File: src/hw/rtl/fdr_div.sv
// fdr_div: pipelined restoring divider, one quotient bit per stage
// depends on nothing
`timescale 1ns / 1ps
module fdr_div #(
	parameter int NW = 48,
	parameter int DW = 32,
	parameter int QW = 17,
	parameter int TW = 34
) (
	input  logic          clk,
	input  logic          en,
	input  logic [NW-1:0] num,
	input  logic [DW-1:0] den,
	input  logic [TW-1:0] tag_in,
	output logic [QW-1:0] quo,
	output logic [TW-1:0] tag_out
);
	// quotient bits from QW-1 downto 0; numerator assumed below den * 2^QW
	logic [NW-1:0] rem_s1 [QW+1];
	logic [DW-1:0] den_s1 [QW+1];
	logic [QW-1:0] q_s1   [QW+1];
	logic [TW-1:0] tag_s1 [QW+1];

	always_comb begin
		rem_s1[0] = num;
		den_s1[0] = den;
		q_s1[0] = '0;
		tag_s1[0] = tag_in;
	end

	for (genvar i = 0; i < QW; i++) begin : g_st
		localparam int B = QW - 1 - i;
		logic [NW+QW-1:0] trial;
		logic             ge;
		assign trial = {{QW{1'b0}}, den_s1[i]} << B;
		assign ge = {{QW{1'b0}}, rem_s1[i]} >= trial;
		always_ff @(posedge clk) begin
			if (en) begin
				rem_s1[i+1] <= ge ? rem_s1[i] - trial[NW-1:0] : rem_s1[i];
				den_s1[i+1] <= den_s1[i];
				q_s1[i+1] <= q_s1[i] | (QW'(ge) << B);
				tag_s1[i+1] <= tag_s1[i];
			end
		end
	end
	assign quo = q_s1[QW];
	assign tag_out = tag_s1[QW];
endmodule

File: config.mk
export PLATFORM = sky130hd
export DESIGN_NAME = fdr_div
export DESIGN_NICKNAME = d
export VERILOG_FILES = /design/src/hw/rtl/fdr_div.sv
export SDC_FILE = /design/constraint.sdc
export NUM_CORES = 2
export LEC_CHECK = 0
export ABC_CLOCK_PERIOD_IN_PS = 4300
export BUFFER_PORTS_ARGS = -buffer_cell sky130_fd_sc_hd__buf_4
export CORE_ASPECT_RATIO = 1.25
export CORE_UTILIZATION = 50
export CTS_BUF_LIST = sky130_fd_sc_hd__clkbuf_8
export DETAILED_ROUTE_END_ITERATION = 10
export PLACE_DENSITY_LB_ADDON = 0.3
export SETUP_SLACK_MARGIN = 0.5
export SLEW_MARGIN = 0
export SYNTH_ARGS = -nofsm -noshare
export SYNTH_HDL_FRONTEND = slang
export SYNTH_SLANG_ARGS = --single-unit
File: constraint.sdc
create_clock -name clk -period 4.3 [get_ports clk]
set_input_delay 0.43 -clock clk [delete_from_list [all_inputs] [get_ports clk]]
set_output_delay 0.43 -clock clk [all_outputs]
set_load 0.01 [all_outputs]
==> results.cfg <==
[final_layout]
area_delta_synth_final_pct = 12.9
drive_gt1_share_pct = 11.5
fin_util_pct = 56.9
layout.nets = 9323

[clock_tree]
cts_buffers = 334
worstSkewPairLatency_ps = 1070
numClockSinks = 2011
cts_root_buffer = clkbuf_8
path_clk_slew_ps = 60
htree_levels = 5
cts_buffer_depth = 4
cts_tree = done

[grt]
antenna_found_initial = 2
grt_use_total_pct = 21.5
grt_pass1_vias = 66200
grt-ovfl-total = 0
grt_pass1_wl_um = 340000
grt_max_degree = 170

[timing]
finalMaxSlewViolations = 0
setup_viol = 0
slew_headroom_pct = 37.3
hold_viol_final = 0
period_share_pct = 87.8
grt_setup_unrepaired = true
tns_ps = 0
finalClockSkew_ps = 78.6
timing.fmax_mhz = 265
worst_slew_pin_slew_ps = 928
fin_crit_ps = 3780

[synth]
synth-edff-count = 2011
synth_compound_area_share_pct = 13.0
muxShareOfSynthArea_pct = 1.40
synthXorXnorAreaFrac_pct = 4.90
synth_top_family_by_area = compound AO/OA/AOI/OAI gates
synth-adder-area-share_pct = 7.18
synthCells = 8081
synth.avg_cell_area_um2 = 12.3
synth-async-reset-ratio_pct = 0
seq_area_frac_synth_pct = 60.9
synth.distinct_cells = 104
synth-seq-cells = 2011
synth_simple_gate_area_share_pct = 8.71
synthFlopType = edfxtp_1
yosys_warnings = 0
synth_area_um2 = 99200
syn_nets = 8757

[setup_path]
startpoint_type = primary input
arrival_ps = 4560
crit_type = primary input to register
cp_max_fo = 17
required_ps = 5080
end_kind = register

[die]
rows = 182
core_um2 = 197000
die_x_um = 400
die_area_um2 = 200000
die_h_um = 500
start_util_pct = 50.4
ios = 167

[worst_hold_path]
hold_path_class = primary input to register

[detailed_routing]
first_pass_iters = 6
drt-wirelength-per-cell_um = 19.0
drt-initial-drc-count = 3336
ant_nets = 0
routed_wl_um = 218000
num_vias = 63100
vias_per_cell = 5.51
drc = 0

[outcome]
status = completed

[power_and_ir_drop]
p_per_area_nw_per_um2 = 641
p_leak_uw = 0.0438
ir_drop_v = 0.000385

[placement]
portBuffers = 166
gp_congestion = 0.980
place.detailed.hpwl_um = 162000

[flow_run]
max_cap_violations = 0
[layout make-up]
class                   count  area, µm²
diodes                      1       2.50
repair buffers            493       4410
well taps                2576       3220
flip-flops and latches   2011      60400
inverters                 693       2600
fillers                 16000      85000
clock inverters           231       1210
clock buffers             338       4650
multi-input cells        5114      35500
[worst max-delay path, stage by stage]
cell,delay [ps]
dlygate4sd3_1,540
buf_4,140
ha_1,400
nand3_1,230
nor3_1,520
nand4_1,160
nor4_1,430
buf_4,240
nor2_1,50
o21ai_1,230
a21oi_4,100
buf_12,170
mux2_1,330
dlygate4sd3_1,560
[through the flow]
step           power, µW  worst slack (ps)  std cells  instance area [µm²]  hold WS (ps)
6_report           71800               524      11500               112000           135
3_5_place_dp       56100               163      10700               104000           405
2_1_floorplan      48100               988       8081                99200           400
4_1_cts            71800               477      11400               112000        0.0210
5_1_grt            76300               446      11500               112000          23.9
3_3_place_gp       55700               199      10700               104000           400
[routing by layer]
metal,track usage [%],wire length (µm),up-vias
met4,14.3,14900,0
li1,-,-,31000
met1,18.7,71600,29900
met2,44.2,125000,1445
met5,0,0,-
met3,3.22,6700,752
[state kept, by name (all words and copies together) (netlist names)]
register	count
tag_out	34
quo	17
tag_s1	544
den_s1	512
q_s1	136
rem_s1	768
[power breakdown]
part	leakage [µW]	internal, µW	switching [µW]
clock	0.00334	7820	7320
sequential	0.0195	26800	2130
combinational	0.0209	11600	16100
total	0.0438	46200	25600
[worst paths after layout]
path | start | end | slack (ps) | cells past startpoint
worst min-delay path | den[17] | den_s1[529] | 140 | 2
worst max-delay path | num[39] | rem_s1[791] | 520 | 14
worst min register to register | tag_s1[341] | tag_s1[307] | 380 | 0
worst max register to register | rem_s1[796] | rem_s1[766] | 520 | 11
[placed cells by master, fill, tap and decap left out, types with 226 or more instances in the layout]
cell	n
xnor2_1	329
o21ai_0	402
a21oi_1	724
ha_1	541
buf_4	327
edfxtp_1	2011
nor2_1	539
inv_1	781
clkbuf_8	339
xor2_1	226
a21o_1	272
nand2_1	523
[synth_stat cells, types with 20 or more instances]
library cell	instances	area share, %
xor2_1	226	2.0
nand2_1	523	2.0
buf_4	53	0.40
nand4_1	111	0.70
o31ai_1	37	0.28
o211ai_1	38	0.29
a21oi_1	733	3.7
o21a_1	77	0.58
edfxtp_1	2011	61
nor4_1	57	0.36
o31a_1	20	0.18
mux2_1	23	0.26
nor3_1	104	0.52
o21ai_0	416	2.1
mux2_2	94	1.1
nor2b_1	74	0.47
or3_1	34	0.21
a31oi_1	65	0.41
nor2_1	542	2.1
or2_2	28	0.18
and3_1	45	0.28
o21ai_1	37	0.19
nand3_1	103	0.52
and2_1	23	0.15
a211oi_1	48	0.36
inv_1	692	2.6
buf_2	34	0.17
a21o_1	273	2.1
xnor2_1	329	2.9
ha_1	544	6.9
nand2b_1	65	0.41
o21bai_1	77	0.58
or4_1	22	0.17
clkbuf_1	162	0.61
[kinds of logic (layout without fill, tap and decap cells)]
group,Yosys count,after routing
AOI/OAI and AO/OA,2061,2062
DFF,2011,2011
and+or+nand+nor,1813,1813
buffers and inverters,957,1755
adders and majority gates,560,560
xor gates and xnor gates,555,555
muxes,124,124
other,0,1
[repair_timing]
item	CTS	global route
buffers inserted	7	11
resized for setup	18	86
hold buffers	136	0
endpoints found under the hold margin	181	0
endpoints found under the setup margin	78	151
gates cloned	1	1
pin swaps	7	26
Power figures use the tool's default switching activity.
