--- src/hw/rtl/fdr_sqrt.sv ---
// fdr_sqrt: pipelined integer square root, one result bit per stage
// depends on nothing
`timescale 1ns / 1ps
module fdr_sqrt #(
	parameter int VW = 34,
	parameter int TW = 34
) (
	input  logic            clk,
	input  logic            en,
	input  logic [VW-1:0]   val,
	input  logic [TW-1:0]   tag_in,
	output logic [VW/2:0]   root,
	output logic [TW-1:0]   tag_out
);
	localparam int RW = VW / 2 + 1;
	logic [VW+1:0]  v_s1   [RW+1];
	logic [RW-1:0]  r_s1   [RW+1];
	logic [TW-1:0]  tag_s1 [RW+1];

	always_comb begin
		v_s1[0] = {2'b00, val};
		r_s1[0] = '0;
		tag_s1[0] = tag_in;
	end

	for (genvar i = 0; i < RW; i++) begin : g_st
		localparam int B = RW - 1 - i;
		logic [VW+1:0] cand;
		// (2r + 2^B) * 2^B with r built from higher bits
		assign cand = ({{(VW+2-RW){1'b0}}, r_s1[i]} << (B + 1))
			+ ((VW+2)'(1) << (2 * B));
		always_ff @(posedge clk) begin
			if (en) begin
				if (v_s1[i] >= cand) begin
					v_s1[i+1] <= v_s1[i] - cand;
					r_s1[i+1] <= r_s1[i] | (RW'(1) << B);
				end else begin
					v_s1[i+1] <= v_s1[i];
					r_s1[i+1] <= r_s1[i];
				end
				tag_s1[i+1] <= tag_s1[i];
			end
		end
	end
	assign root = r_s1[RW];
	assign tag_out = tag_s1[RW];
endmodule

--- config.mk ---
export PLATFORM = sky130hd
export DESIGN_NAME = fdr_sqrt
export DESIGN_NICKNAME = d
export VERILOG_FILES = /design/src/hw/rtl/fdr_sqrt.sv
export SDC_FILE = /design/constraint.sdc
export NUM_CORES = 1
export LEC_CHECK = 0
export BUFFER_PORTS_ARGS = -buffer_cell sky130_fd_sc_hd__buf_2
export CAP_MARGIN = 20
export CORE_UTILIZATION = 60
export CTS_BUF_LIST = sky130_fd_sc_hd__clkbuf_4 sky130_fd_sc_hd__clkbuf_8
export DETAILED_ROUTE_END_ITERATION = 8
export PLACE_DENSITY = 0.74
export SYNTH_ARGS = -nofsm -noshare
export SYNTH_HDL_FRONTEND = slang
export SYNTH_SLANG_ARGS = --single-unit
export TNS_END_PERCENT = 1
--- constraint.sdc ---
create_clock -name clk -period 3.63 [get_ports clk]
set_clock_uncertainty 0.15 [all_clocks]
set_input_delay 0.363 -clock clk [delete_from_list [all_inputs] [get_ports clk]]
set_output_delay 0.363 -clock clk [all_outputs]
set_load 0.005 [all_outputs]
==> results_dict.tcl, run 1 <==
set metrics [dict create \
    final_antenna_net_count 0 \
    worstSetupStartpointType "flip-flop" \
    start_util_pct 60.7 \
    clock_insertion_delay_worst_skew_ps 860 \
    core_area_um2 88600 \
    synth_register_bits 1374 \
    multi_input_area_um2 11400 \
    cp.arrival_ps 4000 \
    status "finished, violations left" \
    drc_errors 10 \
    post_drt_via_cell_ratio 5.52 \
    worst_hold_startpoint "val[26]" \
    worst-setup-path-type "reg -> reg" \
    fp.dieArea_um2 90900 \
    ys_seq_area_share_pct 76.7 \
    layout_fillers 5608 \
    vias 28092 \
    r2r-start "v_s1[134]" \
    hold_class "in -> reg" \
    number_of_buffers_inserted_to_repair_setup_after_cts 0 \
    yosysWarnings 0 \
    fin_util_pct 69.2 \
    postSynth.asyncResetShare_pct 0 \
    transition_time_at_the_pin_with_the_least_slew_margin_ps 800 \
    detailedPlacementHpwl_um 59700 \
    cts_made_buffers 205 \
    grt_pass1_vias 29313 \
    cts_tree "yes" \
    grtUsageTotal_pct 20.6 \
    critical_path_required_ps 4070 \
    placed_cells_incl_taps 4607 \
    syn2layout_area_growth_pct 14.0 \
    clockRootBuffer "sky130_fd_sc_hd__clkbuf_8" \
    post_synth_num_cell_types 78 \
    worst_setup_path_end_kind "flip-flop" \
    post-route-cell-area_um2 61400 \
    portBuffers 120 \
    peakVddDrop_mv 0.385 \
    synthesis.instances 3306 \
    power_per_cell_area_nw_per_um2 567 \
    failed_checks "design-rule violations" \
    post_route_cells_drive_above_1_share_pct 14.4 \
    synth_ff_type "sky130_fd_sc_hd__edfxtp_1" \
    place.gp.congestion 0.968 \
    grt_setup_unrepaired "true" \
    clock_sink_count 1374 \
    timing.final.hold_violations 0 \
    report.final.setup_viol 0 \
    syn_area_um2 53800 \
    fin_crit_sh_pct 98.1 \
    grt_start_max_net_pins 128 \
    initial_antenna_violation_count 2 \
    worst_setup_path_startpoint "v_s1[134]" \
    core.rowCount 109 \
    overall_routed_net_length_um 91400 \
    non_filler_instance_count_after_layout 5089 \
    wl_per_cell_um 18.0 \
    syn_avg_cell_area_um2 16.3 \
    timing_max_transition_violations_final 0 \
    detailed_router_iteration_count_before_antenna_repair 9 \
    leakage_uw 0.0226 \
    layout_min_cycle_time_ps 3560 \
    dr.first_iter.drc_count 1737 \
    max_cap_viol_count 0 \
    dpl_cell_area_um2 56300 \
    seq_area_um2 41300 \
    timing.max_slew.rel_slack_pct 46.3 \
    floorplan.io_pins 122 \
    grt_overflow 0 \
    nets 3994 \
    clock_slew_seen_by_the_registers_of_the_worst_setup_and_hold_paths_ps 70 \
    critPathMaxFanout 8 \
    cts_htree_levels 4 \
    synth_enable_flop_cells 1374 \
    ff2ff_setup_slack_ps 70 \
    grt_first_pass_wirelength_um 146000 \
    clk_path_buf_depth 3 \
    die_extent_in_x_um 302 \
    die-height_um 302 \
    fmax_mhz 281 \
]
[through the flow]
stage	TNS [ps]	total power, µW	hold WS, ps	worst slack, ps
floorplan	0	21900	250	468
global placement	-3510	23000	250	-369
detailed placement	-3780	23100	255	-351
CTS	0	35000	0.491	63.9
global route	-4.69	36300	26.0	-4.69
finish	0	34800	69.3	67.4
[synthesized netlist by cell type (5+ instances only)]
cell type / number / share of area, %
sky130_fd_sc_hd__and4b_1: 5 / 0.093
sky130_fd_sc_hd__or2_2: 9 / 0.10
sky130_fd_sc_hd__buf_4: 36 / 0.50
sky130_fd_sc_hd__nand3_1: 47 / 0.44
sky130_fd_sc_hd__o21ai_0: 124 / 1.2
sky130_fd_sc_hd__a211oi_1: 10 / 0.14
sky130_fd_sc_hd__nand4_1: 30 / 0.35
sky130_fd_sc_hd__nor2_1: 142 / 0.99
sky130_fd_sc_hd__mux2i_1: 11 / 0.20
sky130_fd_sc_hd__a31o_2: 6 / 0.098
sky130_fd_sc_hd__and2_1: 6 / 0.070
sky130_fd_sc_hd__o31ai_1: 21 / 0.29
sky130_fd_sc_hd__nor3b_1: 5 / 0.070
sky130_fd_sc_hd__nand3b_1: 10 / 0.14
sky130_fd_sc_hd__nand2_1: 188 / 1.3
sky130_fd_sc_hd__o211ai_1: 7 / 0.098
sky130_fd_sc_hd__nor3_1: 78 / 0.73
sky130_fd_sc_hd__xor2_1: 115 / 1.9
sky130_fd_sc_hd__o21ai_1: 6 / 0.056
sky130_fd_sc_hd__nor4b_1: 13 / 0.21
sky130_fd_sc_hd__nand4b_1: 13 / 0.21
sky130_fd_sc_hd__mux2_2: 20 / 0.42
sky130_fd_sc_hd__or4_1: 17 / 0.24
sky130_fd_sc_hd__edfxtp_1: 1374 / 77
sky130_fd_sc_hd__o21bai_1: 13 / 0.18
sky130_fd_sc_hd__a21boi_0: 6 / 0.084
sky130_fd_sc_hd__ha_1: 166 / 3.9
sky130_fd_sc_hd__inv_1: 206 / 1.4
sky130_fd_sc_hd__a21oi_1: 106 / 0.99
sky130_fd_sc_hd__a21o_1: 46 / 0.64
sky130_fd_sc_hd__clkbuf_1: 29 / 0.20
sky130_fd_sc_hd__or3_1: 34 / 0.40
sky130_fd_sc_hd__nor4_1: 87 / 1.0
sky130_fd_sc_hd__a31oi_1: 17 / 0.20
sky130_fd_sc_hd__xnor2_1: 125 / 2.0
sky130_fd_sc_hd__and3_1: 7 / 0.081
sky130_fd_sc_hd__nor2b_1: 24 / 0.28
sky130_fd_sc_hd__nand2b_1: 32 / 0.37
sky130_fd_sc_hd__o21a_1: 44 / 0.61
sky130_fd_sc_hd__and4_1: 6 / 0.098
[cell families (layout without fill, tap and decap cells)]
group / after synthesis / in the layout / synth area share (%)
compound gates: 450 / 450 / 5.26
xor+xnor: 240 / 240 / 3.91
mux: 31 / 31 / 0.623
flops: 1374 / 1374 / 76.7
simple gates: 766 / 766 / 7.46
other cells: 1 / 4 / 0.00697
buf+inv: 278 / 893 / 2.23
fa+ha+maj: 166 / 166 / 3.86
[flip-flops by register name, summed over array words and instances (netlist names)]
name	flops
r_s1	136
root	17
tag_out	34
tag_s1	578
v_s1	609
[critical path, cell delays in order (launching register included)]
cell                       delay, ps
sky130_fd_sc_hd__edfxtp_1        450
sky130_fd_sc_hd__or3_1           450
sky130_fd_sc_hd__or3_1           440
sky130_fd_sc_hd__nor3_1          680
sky130_fd_sc_hd__o41ai_4         270
sky130_fd_sc_hd__nor3_2          270
sky130_fd_sc_hd__inv_2           150
sky130_fd_sc_hd__nand4_1         200
sky130_fd_sc_hd__nor4_1           90
sky130_fd_sc_hd__xor2_1          150
[where the power goes]
part / leakage (µW) / switching (µW) / internal (µW)
registers: 0.0133 / 719 / 19000
clock network: 0.00206 / 5680 / 6140
logic: 0.00722 / 1830 / 1370
[routing by layer]
layer | part of all wire [%] | up-vias | routed length, µm | GRT usage, %
li1 | - | 13510 | - | -
met1 | 38 | 13673 | 34800 | 22.3
met2 | 54 | 660 | 49700 | 38.6
met3 | 3.9 | 249 | 3530 | 3.72
met4 | 3.7 | 0 | 3410 | 9.93
met5 | 0 | - | 0 | 0
[layout make-up]
cell class                      count  area share, %
Clock buffer                      270           5.40
Timing Repair Buffer              312           4.12
Antenna cell                        2        0.00815
Sequential cell                  1374           67.2
Inverter                          210           1.28
Clock inverter                    101          0.970
Multi-Input combinational cell   1655           18.6
Tap cell                         1165           2.37
[timing repair]
action,in CTS,in global routing
pin swaps,0,2
setup endpoints to repair,24,5
endpoints found under the hold margin,182,0
gates resized for setup,3,4
hold buffers,109,0
[worst paths after layout]
check,endpoint,cells after the start
worst max register to register,v_s1[106],9
worst min register to register,tag_s1[187],0
worst max-delay path,v_s1[106],9
worst min-delay path,v_s1[638],2
[layout by cell type, fill, tap and decap left out, drive strengths merged, types with 17 or more instances in the layout]
| cell type | instances |
|---|---|
| edfxtp | 1374 |
| clkbuf | 270 |
| inv | 219 |
| buf | 203 |
| nand2 | 188 |
| ha | 166 |
| nor2 | 142 |
| o21ai | 130 |
| xnor2 | 125 |
| xor2 | 115 |
| dlygate4sd3 | 109 |
| a21oi | 106 |
| nor4 | 89 |
| clkinv | 86 |
| nor3 | 80 |
| nand3 | 47 |
| a21o | 46 |
| o21a | 44 |
| or3 | 35 |
| nand2b | 32 |
| nand4 | 30 |
| nor2b | 24 |
| o31ai | 21 |
| mux2 | 20 |
| or4 | 17 |
| a31oi | 17 |
Power figures use the tool's default switching activity.
==> run 2: changes to the inputs <==
Settings changed: CORE_ASPECT_RATIO set to 0.6.
==> run 2 against run 1 <==
Compared with the run above: the run now ends clean; clock-buffer cell count fell by 20; highest routed layer unchanged; global-route usage rose by 3.8 points; critical path depth did not move; fmax rose by 0.98%; register-to-register slack improved by 30 ps; sequential share of layout area fell by 0.13 points; clock power barely moved; largest cell class unchanged; largest power group unchanged; non-clock buffer count rose by 40; via count rose by 3.2%.
==> results_dict.tcl, run 2 (synthesis gave the netlist of run 1 again) <==
set metrics [dict create \
    status "complete, no violations" \
    start_util_pct 61.0 \
    timing.critical_path.to "v_s1[175]" \
    timing.max_slew.rel_slack_pct 36.7 \
    pre_cts_ws_ps 51.9 \
    worst_path_dominant_cell_family "simple AND/OR/NAND/NOR gates" \
    grt_pass1_vias 28804 \
    cts_made_buffers 186 \
    max_cap_viol_count 0 \
    post_drt_via_cell_ratio 5.70 \
    core.rowCount 84 \
    cell_int_power_uw 26300 \
    seq_power_share_pct 56.7 \
    grt_overflow 0 \
    fp.dieArea_um2 90900 \
    portBuffers 120 \
    largest_register_ffs 609 \
    critical_path.reg2reg.endpoint "v_s1[175]" \
    worst-path-stages 9 \
    critical_path.max_stage_delay_ps 660 \
    overall_routed_net_length_um 109000 \
    timing_max_transition_violations_final 0 \
    nets 4015 \
    vias 28989 \
    swShare_pct 25.1 \
    detailedPlacementHpwl_um 70200 \
    dpl_cell_area_um2 56500 \
    fin_crit_sh_pct 97.2 \
    layout_setup_ws_ps 102 \
    count_of_cells_along_the_worst_register_to_register_path 9 \
    power.net_switching_uw 8820 \
    floorplan.io_pins 122 \
    critical_path_required_ps 4060 \
    transition_time_at_the_pin_with_the_least_slew_margin_ps 942 \
    drc_errors 0 \
    path_buf_inv 2 \
    cp.arrival_ps 3960 \
    grt_first_pass_wirelength_um 167000 \
    ff2ff_setup_slack_ps 100 \
    peakVddDrop_mv 0.469 \
    clock_slew_seen_by_the_registers_of_the_worst_setup_and_hold_paths_ps 80 \
    worst_setup_path_end_kind "flip-flop" \
    grt_start_max_net_pins 104 \
    worst_setup_path_startpoint "v_s1[208]" \
    syn2layout_area_growth_pct 14.3 \
    power_per_cell_area_nw_per_um2 571 \
    final_antenna_net_count 0 \
    fmax_mhz 283 \
    timing.final.hold_violations 0 \
    place.gp.congestion 0.924 \
    worstPathCellList "or4_1 -> nor4_1 -> nand4b_1 -> o311ai_1 -> buf_4 -> nor4_1 -> buf_4 -> nand4b_1 -> xnor2_1" \
    layout_min_cycle_time_ps 3530 \
    initial_antenna_violation_count 1 \
    cts_tree "yes" \
    hold_class "in -> reg" \
    most_flops_register "v_s1" \
    clk_path_buf_depth 3 \
    die_extent_in_x_um 389 \
    post_route_cells_drive_above_1_share_pct 14.7 \
    worst-setup-path-type "reg -> reg" \
    clockRootBuffer "sky130_fd_sc_hd__clkbuf_8" \
    die-height_um 234 \
    detailed_router_iteration_count_before_antenna_repair 6 \
    report.final.setup_viol 0 \
    clock_insertion_delay_worst_skew_ps 890 \
    clock_sink_count 1374 \
    wl_per_cell_um 21.5 \
    grt_setup_unrepaired "true" \
    cts_htree_levels 4 \
    post-route-cell-area_um2 61500 \
    dr.first_iter.drc_count 2481 \
    pwr-share-clk_pct 33.5 \
    reg.largest.list "v_s1 x609, tag_s1 x578, r_s1 x136" \
    worstSetupStartpointType "flip-flop" \
    share_comb_of_total_power_pct 9.8 \
    layout_common_cells "1374 x sky130_fd_sc_hd__edfxtp_1, 206 x sky130_fd_sc_hd__inv_1, 188 x sky130_fd_sc_hd__nand2_1" \
    core_area_um2 88200 \
    leakage_uw 0.0226 \
    critPathMaxFanout 5 \
    cp_slowest_cell "sky130_fd_sc_hd__edfxtp_1" \
    r2r-start "v_s1[208]" \
    grtUsageTotal_pct 24.3 \
    final_common_cell "sky130_fd_sc_hd__edfxtp_1" \
]
-- run 2: how the worst min path moves through the flow --
stage,cells past startpoint,start,to
4_1_cts,2,tag_in[14],tag_s1[592]
2_1_floorplan,0,tag_s1[34],tag_out[0]
3_5_place_dp,0,tag_s1[143],tag_s1[109]
5_1_grt,2,tag_in[14],tag_s1[592]
6_report,2,tag_in[10],tag_s1[588]
3_3_place_gp,0,tag_s1[498],tag_s1[464]
-- run 2: what timing repair did --
item	4_1_cts	5_1_grt
setup endpoints to repair	0	20
setup buffers	0	0
gates resized for setup	0	4
endpoints found under the hold margin	148	0
hold buffers	129	0
-- run 2: routing by layer --
metal	track usage [%]	part of all wire, %
met1	37.1	48
met2	36.0	44
met3	4.71	6.3
met4	7.15	1.7
met5	0	0
-- run 2: cell type report --
cell class,instances,area (µm²)
tap,1161,1450
inverter,210,788
clock buffer,250,3050
antenna,4,10.0
sequential,1374,41300
clock inverter,83,599
multi-input combinational,1655,11400
fill,5462,26700
timing repair buffer,352,2930
-- run 2: power by group through the flow --
stage               clock network [µW]  logic (µW)  registers [µW]
finish                           11800        3450           19900
global route                     12700        3810           20000
CTS                              11900        3380           19900
detailed placement                   0        3250           20200
global placement                     0        3190           20100
floorplan                            0        2090           19800
-- run 2: through the flow --
| stage | cells | hold WS [ps] | util [%] | power (µW) | setup TNS [ps] |
|---|---|---|---|---|---|
| after detailed placement | 4623 | 255 | 64.1 | 23400 | 0 |
| after global routing | 5087 | 18.6 | 69.7 | 36500 | -7.28 |
| final | 5089 | 80.1 | 69.7 | 35100 | 0 |
| after floorplan | 3307 | 250 | - | 21900 | 0 |
| after global placement | 4623 | 250 | 64.1 | 23300 | 0 |
| after CTS | 5085 | 1.57 | 69.7 | 35100 | 0 |
